<file path="config.mk">
export PLATFORM = sky130hd
export DESIGN_NAME = rpn_stack_calculator_top
export DESIGN_NICKNAME = d
export VERILOG_FILES = /design/src/rsc_pkg.sv /design/src/rpn_stack_calculator_top.sv /design/src/rsc_ram.sv /design/src/rsc_ctrl.sv /design/src/rsc_datapath.sv
export SDC_FILE = /design/constraint.sdc
export NUM_CORES = 2
export LEC_CHECK = 0
export ABC_AREA = 1
export BUFFER_PORTS_ARGS = -buffer_cell sky130_fd_sc_hd__buf_2
export CELL_PAD_IN_SITES_DETAIL_PLACEMENT = 1
export CELL_PAD_IN_SITES_GLOBAL_PLACEMENT = 1
export CORE_MARGIN = 5
export CORE_UTILIZATION = 52
export DETAILED_ROUTE_END_ITERATION = 7
export PLACE_DENSITY = 0.84
export SLEW_MARGIN = 20
export SYNTH_ARGS = -nofsm -noshare
export SYNTH_HDL_FRONTEND = slang
export SYNTH_SLANG_ARGS = --single-unit
</file>
<file path="constraint.sdc">
create_clock -name clk -period 9.52 [get_ports clk]
set_clock_uncertainty 0.1 [all_clocks]
set_input_delay 1.428 -clock clk [delete_from_list [all_inputs] [get_ports clk]]
set_output_delay 1.428 -clock clk [all_outputs]
set_load 0.02 [all_outputs]
</file>
<file path="src/rsc_pkg.sv">
// Shared types and constants for the RPN stack calculator.
package rsc_pkg;

  localparam int unsigned DATA_W  = 32;
  localparam int unsigned COUNT_W = 5;

  typedef enum logic [1:0] {
    CMD_PUSH = 2'd0,
    CMD_POP  = 2'd1,
    CMD_ADD  = 2'd2,
    CMD_MUL  = 2'd3
  } cmd_t;

  typedef enum logic [1:0] {
    ST_OK           = 2'd0,
    ST_POP_EMPTY    = 2'd1,
    ST_FEW_OPERANDS = 2'd2,
    ST_FULL         = 2'd3
  } status_t;

  typedef enum logic [2:0] {
    S_IDLE,
    S_PUSH,
    S_WAIT,
    S_MUL,
    S_OUT
  } state_t;

  // controller -> datapath
  typedef struct packed {
    logic    capture;
    status_t status;
    logic    push;
    logic    read_below;
    logic    pop_load;
    logic    add_load;
    logic    mul_start;
    logic    mul_load;
    logic    load_out;
  } dp_ctrl_t;

  // datapath -> controller
  typedef struct packed {
    logic empty;
    logic few;
    logic full;
    cmd_t cmd;
    logic out_free;
  } dp_stat_t;

endpackage

</file>
<file path="src/rpn_stack_calculator_top.sv">
// RPN stack calculator top level.
//
// Input channel: cmd (push, pop, add, multiply) and push_value, taken on a
// rising edge with in_valid high and in_stall low. Output channel: one word
// per command with top_value, stack_empty, stack_count and status, taken on
// a rising edge with out_valid high and out_stall low.
//
// Values are signed Q16.16; add and multiply saturate, multiply rounds to
// nearest. A failing command leaves the stack as it was and reports status.
// The top entry lives in a register, the rest in a stack RAM.
//
// An error result goes straight to the output register. Push first loads
// the top register and pop and add first read the RAM; multiply reads the
// second operand from the RAM, then multiplies, then rounds. One command is
// in flight at a time, and a new command is taken as soon as the previous
// result sits in the output register, even if the receiver stalls it. A
// stalled output holds its word and the next result waits in the sequencer.
// Reset empties the stack and drops any pending output; no clearing pass.
module rpn_stack_calculator_top import rsc_pkg::*; #(
  parameter int unsigned STACK_DEPTH = 16
) (
  input  logic                     clk,
  input  logic                     rst,
  input  logic                     in_valid,
  output logic                     in_stall,
  input  logic [1:0]               cmd,
  input  logic signed [DATA_W-1:0] push_value,
  output logic                     out_valid,
  input  logic                     out_stall,
  output logic signed [DATA_W-1:0] top_value,
  output logic                     stack_empty,
  output logic [COUNT_W-1:0]       stack_count,
  output logic [1:0]               status
);

  dp_ctrl_t ctrl;
  dp_stat_t stat;

  rsc_ctrl u_ctrl (
    .clk     (clk),
    .rst     (rst),
    .in_valid(in_valid),
    .cmd     (cmd),
    .in_stall(in_stall),
    .stat    (stat),
    .ctrl    (ctrl)
  );

  rsc_datapath #(
    .STACK_DEPTH(STACK_DEPTH)
  ) u_datapath (
    .clk        (clk),
    .rst        (rst),
    .cmd        (cmd),
    .push_value (push_value),
    .ctrl       (ctrl),
    .stat       (stat),
    .out_valid  (out_valid),
    .out_stall  (out_stall),
    .top_value  (top_value),
    .stack_empty(stack_empty),
    .stack_count(stack_count),
    .status     (status)
  );

endmodule

</file>
<file path="src/rsc_ram.sv">
// Generic simple dual-port RAM with registered read.
module rsc_ram #(
  parameter int unsigned WIDTH = 32,
  parameter int unsigned DEPTH = 16
) (
  input  logic                     clk,
  input  logic                     we,
  input  logic [$clog2(DEPTH)-1:0] waddr,
  input  logic [WIDTH-1:0]         wdata,
  input  logic                     re,
  input  logic [$clog2(DEPTH)-1:0] raddr,
  output logic [WIDTH-1:0]         rdata
);

  logic [WIDTH-1:0] mem [DEPTH];

  always_ff @(posedge clk) begin
    if (we) begin
      mem[waddr] <= wdata;
    end
    if (re) begin
      rdata <= mem[raddr];
    end
  end

endmodule

</file>
<file path="src/rsc_ctrl.sv">
// Command sequencer for the RPN stack calculator.
module rsc_ctrl import rsc_pkg::*; (
  input  logic       clk,
  input  logic       rst,
  input  logic       in_valid,
  input  logic [1:0] cmd,
  output logic       in_stall,
  input  dp_stat_t   stat,
  output dp_ctrl_t   ctrl
);

  state_t  state;
  state_t  state_next;
  status_t err_code;
  cmd_t    in_cmd;

  assign in_cmd = cmd_t'(cmd);

  always_comb begin
    priority if (in_cmd == CMD_PUSH && stat.full) begin
      err_code = ST_FULL;
    end else if (in_cmd == CMD_POP && stat.empty) begin
      err_code = ST_POP_EMPTY;
    end else if ((in_cmd == CMD_ADD || in_cmd == CMD_MUL) && stat.few) begin
      err_code = ST_FEW_OPERANDS;
    end else begin
      err_code = ST_OK;
    end
  end

  always_ff @(posedge clk) begin
    if (rst) begin
      state <= S_IDLE;
    end else begin
      state <= state_next;
    end
  end

  always_comb begin
    state_next = state;
    unique case (state)
      S_IDLE: begin
        if (in_valid) begin
          if (err_code != ST_OK) begin
            state_next = S_OUT;
          end else if (in_cmd == CMD_PUSH) begin
            state_next = S_PUSH;
          end else begin
            state_next = S_WAIT;
          end
        end
      end
      S_PUSH: state_next = S_OUT;
      S_WAIT: state_next = (stat.cmd == CMD_MUL) ? S_MUL : S_OUT;
      S_MUL:  state_next = S_OUT;
      S_OUT: begin
        if (stat.out_free) begin
          state_next = S_IDLE;
        end
      end
      default: state_next = S_IDLE;
    endcase
  end

  always_comb begin
    ctrl        = '0;
    ctrl.status = ST_OK;
    in_stall    = 1'b1;
    unique case (state)
      S_IDLE: begin
        in_stall = 1'b0;
        if (in_valid) begin
          ctrl.capture    = 1'b1;
          ctrl.status     = err_code;
          ctrl.read_below = (err_code == ST_OK) && (in_cmd != CMD_PUSH);
        end
      end
      S_PUSH: ctrl.push = 1'b1;
      S_WAIT: begin
        unique case (stat.cmd)
          CMD_POP:  ctrl.pop_load  = 1'b1;
          CMD_ADD:  ctrl.add_load  = 1'b1;
          CMD_MUL:  ctrl.mul_start = 1'b1;
          default:  ctrl.pop_load  = 1'b0;
        endcase
      end
      S_MUL: ctrl.mul_load = 1'b1;
      S_OUT: ctrl.load_out = stat.out_free;
      default: in_stall = 1'b1;
    endcase
  end

endmodule

</file>
<file path="src/rsc_datapath.sv">
// Stack datapath: top register, stack RAM, saturating add and multiply, result register.
module rsc_datapath import rsc_pkg::*; #(
  parameter int unsigned STACK_DEPTH = 16
) (
  input  logic                     clk,
  input  logic                     rst,
  input  logic [1:0]               cmd,
  input  logic signed [DATA_W-1:0] push_value,
  input  dp_ctrl_t                 ctrl,
  output dp_stat_t                 stat,
  output logic                     out_valid,
  input  logic                     out_stall,
  output logic signed [DATA_W-1:0] top_value,
  output logic                     stack_empty,
  output logic [COUNT_W-1:0]       stack_count,
  output logic [1:0]               status
);

  localparam int unsigned CW = $clog2(STACK_DEPTH + 1);
  localparam int unsigned AW = $clog2(STACK_DEPTH);

  logic [CW-1:0]              count;
  logic [CW-1:0]              count_m1;
  logic [CW-1:0]              count_m2;
  logic signed [DATA_W-1:0]   top;
  logic signed [DATA_W-1:0]   val;
  cmd_t                       cmd_q;
  status_t                    stat_q;
  logic signed [2*DATA_W-1:0] prod;
  logic [DATA_W-1:0]          rd_data;
  logic signed [DATA_W-1:0]   below;
  logic signed [DATA_W:0]     sum;
  logic signed [DATA_W-1:0]   sum_sat;
  logic signed [2*DATA_W-1:0] prod_rnd;
  logic signed [DATA_W-1:0]   prod_sat;
  logic [CW+COUNT_W-1:0]      count_ext;

  assign count_m1 = count - CW'(1);
  assign count_m2 = count - CW'(2);
  assign below    = $signed(rd_data);

  rsc_ram #(
    .WIDTH(DATA_W),
    .DEPTH(STACK_DEPTH)
  ) u_ram (
    .clk  (clk),
    .we   (ctrl.push && (count != '0)),
    .waddr(count_m1[AW-1:0]),
    .wdata(top),
    .re   (ctrl.read_below),
    .raddr(count_m2[AW-1:0]),
    .rdata(rd_data)
  );

  // saturating Q16.16 add
  always_comb begin
    sum = {top[DATA_W-1], top} + {below[DATA_W-1], below};
    if (sum[DATA_W] != sum[DATA_W-1]) begin
      sum_sat = sum[DATA_W] ? {1'b1, {(DATA_W-1){1'b0}}} : {1'b0, {(DATA_W-1){1'b1}}};
    end else begin
      sum_sat = sum[DATA_W-1:0];
    end
  end

  // round to nearest (ties up), then saturate
  always_comb begin
    prod_rnd = prod + 64'sd32768;
    if (prod_rnd[2*DATA_W-1:DATA_W+15] != '0 && prod_rnd[2*DATA_W-1:DATA_W+15] != '1) begin
      prod_sat = prod_rnd[2*DATA_W-1] ? {1'b1, {(DATA_W-1){1'b0}}}
                                      : {1'b0, {(DATA_W-1){1'b1}}};
    end else begin
      prod_sat = prod_rnd[DATA_W+15:16];
    end
  end

  always_ff @(posedge clk) begin
    if (rst) begin
      count <= '0;
    end else if (ctrl.push) begin
      count <= count + CW'(1);
    end else if (ctrl.pop_load || ctrl.add_load || ctrl.mul_load) begin
      count <= count_m1;
    end
  end

  always_ff @(posedge clk) begin
    if (ctrl.capture) begin
      cmd_q  <= cmd_t'(cmd);
      val    <= push_value;
      stat_q <= ctrl.status;
    end
    if (ctrl.mul_start) begin
      prod <= (2*DATA_W)'(top) * (2*DATA_W)'(below);
    end
    if (ctrl.push) begin
      top <= val;
    end else if (ctrl.pop_load) begin
      top <= below;
    end else if (ctrl.add_load) begin
      top <= sum_sat;
    end else if (ctrl.mul_load) begin
      top <= prod_sat;
    end
  end

  assign count_ext = {{COUNT_W{1'b0}}, count};

  always_ff @(posedge clk) begin
    if (rst) begin
      out_valid <= 1'b0;
    end else if (ctrl.load_out) begin
      out_valid <= 1'b1;
    end else if (!out_stall) begin
      out_valid <= 1'b0;
    end
  end

  always_ff @(posedge clk) begin
    if (ctrl.load_out) begin
      top_value   <= (count == '0) ? '0 : top;
      stack_empty <= (count == '0);
      stack_count <= count_ext[COUNT_W-1:0];
      status      <= stat_q;
    end
  end

  assign stat.empty    = (count == '0);
  assign stat.few      = (count < CW'(2));
  assign stat.full     = (count >= CW'(STACK_DEPTH));
  assign stat.cmd      = cmd_q;
  assign stat.out_free = !out_valid || !out_stall;

endmodule

</file>
# Yosys cells after proc, flatten, opt, wreduce, memory -nomap -nowiden
# Memory sizes are Yosys's and may differ from the RTL's. A register that Yosys moved wholly into a read port is not among the register bits.
# Index checks and enable logic that the tools add are counted.
[totals]
register_bits = 181
mem_bits_rw = 512
inputBits = 38
output_inout_bits = 42
word_cells = 96
mem_count = 1
[memory_table]
columns = ["memory", "depth", "width", "read_ports", "rd_ports_with_merged_regs", "wr", "line_no", "rtl"]
rows = [
  ["u_datapath.u_ram.mem", 16, 32, 1, 1, 1, "rsc_ram.sv:15", "logic [WIDTH-1:0] mem [DEPTH];"],
]
[classes]
n_addsub = 5
n_mul = 1
order_cmp = 2
eq_ne = 15
n_mux = 35
reduce_logical = 25
[ops]
columns = ["op", "n"]
rows = [
  ["two-way mux 32 bit", 8],
  ["adder 64 x 17 -> 64 bit (second input constant)", 1],
  ["multiplier 32 x 32 -> 64 bit", 1],
  ["adder 32 x 32 -> 33 bit", 1],
  ["two-way mux 3 bit", 7],
  ["inequality test 17 bit (second input constant)", 1],
  ["nonzero test 17 bit", 1],
  ["two-way mux 1 bit", 13],
  ["case mux 3 bit (4 select lines)", 1],
  ["two-way mux 5 bit", 2],
  ["equality test 2 bit (second input constant)", 4],
  ["two-way mux 2 bit", 4],
  ["equality test 3 x 2 -> 1 bit (second input constant)", 2],
  ["logical AND 1 bit", 6],
  ["nonzero test 2 bit", 3],
  ["adder 5 x 1 -> 5 bit (second input constant)", 1],
  [">= comparator 5 bit (second input constant)", 1],
  ["zero test 5 bit", 1],
  ["< comparator 5 x 2 -> 1 bit (second input constant)", 1],
  ["nonzero test 5 bit", 1],
  ["subtractor 5 x 1 -> 5 bit (second input constant)", 1],
  ["equality test 2 x 1 -> 1 bit (second input constant)", 2],
  ["zero test 2 bit", 2],
  ["logical OR 1 bit", 4],
  ["11 further kinds", 14],
]

# Depth between registers and ports, before layout
[logic_depth]
word_depth = 10
mapped_depth = 32
mapped_depth_nobuf = 30

# Cells and area by module
# Synthesis repeated with hierarchy kept, for this count alone.
[unflattened]
cells_unflattened = 8133
area_unflattened_um2 = 71106.9
[modules_own_cells]
columns = ["mod", "instances", "cells_per_inst", "area_per_inst_um2", "seq_area_each_um2"]
rows = [
  ["rsc_datapath", 1, 5965, 47768.3, 4834.6],
  ["rsc_ram", 1, 2120, 23050.9, 16335.7],
  ["rsc_ctrl", 1, 48, 287.8, 60.1],
]

# Worst setup path before layout
# Ideal clock, no wire load.
[synth_path]
kind = "register to register"
from = "reg u_datapath.top[31]"
to = "reg u_datapath.prod[62], data pin"
setup_ns = 0.258
t_arrival_ns = 7.518
t_required_ns = 9.162
slack_ns = 1.644
stages_incl_launch_ff = 27
n_path_buf = 2
synth_period_minus_slack_ns = 7.876
cell_sequence = "edfxtp_1 clkbuf_1 clkbuf_1 nand2_1 fa_1 fa_1 inv_1 fa_1 inv_1 fa_1 fa_1 inv_1 fa_1 inv_1 fa_1 fa_1 inv_1 ha_1 a21oi_1 inv_1 a21oi_1 inv_1 a21oi_1 nor3_1 a211oi_1 nand2_1 xor2_1"
[synth_between]
elab_chain_len = 1
[synth_rtl]
columns = ["item", "line_no", "rtl"]
rows = [
  ["from (decl)", "rsc_datapath.sv:25", "logic signed [DATA_W-1:0] top;"],
  ["from (signal assigned)", "rsc_datapath.sv:96", "top <= val;"],
  ["from (signal assigned)", "rsc_datapath.sv:98", "top <= below;"],
  ["from (signal assigned)", "rsc_datapath.sv:100", "top <= sum_sat;"],
  ["multiplier 32 x 32 -> 64 bit", "rsc_datapath.sv:93", "prod <= (2*DATA_W)'(top) * (2*DATA_W)'(below);"],
  ["to (signal assigned)", "rsc_datapath.sv:93", ""],
  ["to (decl)", "rsc_datapath.sv:29", "logic signed [2*DATA_W-1:0] prod;"],
]
# Every way passes these cells.
# A chain may end at the register's enable or synchronous reset.

# Worst setup path in the final report
[layout_path]
from = "reg u_datapath.top[9]"
to = "reg u_datapath.prod[57], data pin"
# Same word-level chain as after synthesis.

==> key figures <==
Run status
  – Status: finished, final reports clean

Logic synthesis
  – Synthesized instance count: 7431
  – Mean Syn Cell Area: 9.23 µm²
  – Synth Flop Type: edfxtp_1
  – Synth warn: 0
  – Synth area leader: fa_1
  – Synth async-reset ratio: 0
  – Top post-synthesis cells by count: inv_1 (1784), nand2_1 (1714), fa_1 (1082)
  – Syn nets: ~8800
  – Number of flops mapped to enable cells by yosys: 701
  – Most frequent cell after synthesis: inv_1
  – Syn Std Cell Area: 68600 µm²
  – Register area share after synthesis: 0.310
  – Top-area cell type share of the netlist area: 0.316
  – Post-synth cell types: 48
  – Synth area leaders: fa_1 (32%), edfxtp_1 (31%), inv_1 (9.8%)
  – Synth Register Bits: 710

CTS
  – CTS Sinks: a little over 700
  – Post-CTS Resized: 0
  – TritonCTS clock tree: done
  – Reg clk slew, reported paths: 0.08 ns
  – Postcts setup bufs: 0
  – CTS Buf Count: 76
  – Worst-Skew Late Latency: 0.71 ns
  – Clock Tree Root: clkbuf_16
  – Hold buffers post-CTS: 0
  – H-tree Lvls: 3
  – Clock Tree Buf Depth: 3

Timing
  – Period utilization: 0.908
  – Final Hold Fails: 0
  – Max Fclk: between 100 and 150 MHz
  – Final Max Slew Viols: 0
  – Final setup vio count: 0
  – Slew headroom: 0.142
  – Setup TNS: 0 ns
  – Crit path time final: 8.64 ns
  – Worst slew pin tran: 1.29 ns
  – RSZ-0062 raised after global routing: no

Final layout
  – Final #Nets: 8764
  – Area grow syn2layout: 7.75%
  – Share of layout cells above drive strength 1: 0.0543
  – Non-filler cells, final: approximately 9000

Routing
  – DRT Pass-1 Iters: 6
  – Total wire length: 250000 µm
  – WL/cell: approximately 27 µm
  – Drt initial violations: 4875
  – Routed Antenna Nets: 0
  – Residual DRC count: 0
  – Vias per cell: 5.87
  – Vias: 54200

Global route
  – Routing usage on met1: 0.420
  – First-pass GRT wire length: ~380000 µm
  – Met3 usage in global routing: 0.0723
  – Most Crowded Layer GR: met2
  – Initial antenna violation count: 12
  – Largest net degree at the start of global routing: 97
  – Global route overflow: 0
  – GR Util All Layers: 0.360
  – M2 GR Usage: 0.619
  – Vias in the first global route: roughly 60000

Min path
  – Worst hold path class: reg -> reg

Setup path
  – Slowest stage delay, CP: 1.19 ns
  – Buffers & Inverters on Critical Path: 6
  – Critical Path AT: 8.98 ns
  – Startpoint types: register
  – Crit Path Max Fanout: 18
  – Top delay family on crit path: adder cells
  – CP Capture Type: register
  – Crit path required time: 9.86 ns
  – Crit-path most repeated cell: fa_1
  – Crit path kind: reg -> reg
  – Slowest-stage cell, CP: edfxtp_1

Floorplan
  – Die Width: 373 µm
  – Io pins: 80
  – Total core area: 131000 µm²
  – Starting Density: 0.522
  – Die area: ~140000 µm²
  – Die height: 373 µm
  – Row cnt: 133

Flow run
  – Max-Cap Viols: 0

Place
  – Final RePlAce weighted congestion: around 0.98
  – Port-buffer cells: 79
  – HPWL after DPL: 187000 µm
  – Placed insts: 9095
## worst register-to-register path: cells and delay by family, from the launching register on
family                   cells  cell delay, ns
XOR/XNOR                     1            0.18
flip-flops                   1            1.19
adder cells (fa/ha/maj)      9            4.28
buffers and inverters        6            0.79
AND/OR/NAND/NOR              4            0.51
AO/OA/AOI/OAI                5            1.34
## cells by family (layout without fill, tap and decap cells)
group           count (synthesis)  count (layout)  share of synthesized area
simple gates                 2428            2428                      0.138
buf+inv                      2115            2161                      0.117
fa+ha+maj                    1304            1304                      0.356
compound gates                758             758                     0.0649
flops                         710             710                      0.310
xor+xnor                      116             116                     0.0148
other cells                     0               7                          0
## per-layer routing
metal,routed length (µm),vias to the layer above
li1,-,22500
met1,86900,27900
met2,124000,2801
met3,21100,1028
met4,18200,8
met5,45,-
## state kept, by name (all words and copies together), names as in the netlist
name,flops
u_datapath.stat_q,2
u_datapath.stack_empty,1
u_datapath.u_ram.mem,512
u_datapath.stack_count,5
u_datapath.count,5
u_ctrl.state,3
u_datapath.top,32
u_datapath.u_ram.rdata,32
u_datapath.out_valid,1
u_datapath.prod,49
u_datapath.top_value,32
u_datapath.val,32
u_datapath.status,2
u_datapath.cmd_q,2
## cells in the final DEF, fill, tap and decap left out, types with 16 or more instances in the layout
master	instances
xor2_1	77
nor3_1	21
fa_1	1082
a21oi_1	133
nor2_1	522
o22ai_1	36
buf_2	79
xnor2_1	39
edfxtp_1	701
nand2_1	1714
buf_4	146
ha_1	222
inv_1	1780
a31oi_1	16
o221ai_1	95
o211ai_1	40
clkbuf_1	18
nor2_4	23
clkbuf_16	76
nand4_1	25
o21ai_0	385
nand3_1	90
## worst paths after layout
path / start / to / slack (ns) / depth (start not counted)
worst max-delay path: u_datapath.top[9] / u_datapath.prod[57] / 0.88 / 25
worst min-delay path: u_datapath.stat_q[1] / u_datapath.status[1] / 0.33 / 0
worst max register to register: u_datapath.top[9] / u_datapath.prod[57] / 0.88 / 25
worst min register to register: u_datapath.stat_q[1] / u_datapath.status[1] / 0.33 / 0
## final cells by class
cell class | count | area (µm²)
repair buffers | 242 | 1820
clock buffers | 94 | 1970
clock inverters | 39 | 432
multi-input cells | 4606 | 39500
diodes | 7 | 17.5
well taps | 1755 | 2200
fillers | 15000 | 57400
inverters | 1786 | 6710
flip-flops and latches | 710 | 21200
## per-stage QoR
step / hold slack (ns) / cell area [µm²] / setup slack [ns] / utilization
floorplan: 0.300 / 68600 / 1.64 / -
detailed placement: 0.315 / 71400 / 1.01 / 0.544
CTS: 0.327 / 73800 / 0.941 / 0.562
finish: 0.329 / 73900 / 0.876 / 0.563
global route: 0.349 / 73900 / 0.601 / 0.563
global placement: 0.305 / 71400 / 1.24 / 0.544
Power is not shown: default switching activity piles up to over one toggle a cycle in this logic, so the estimate is an artifact.
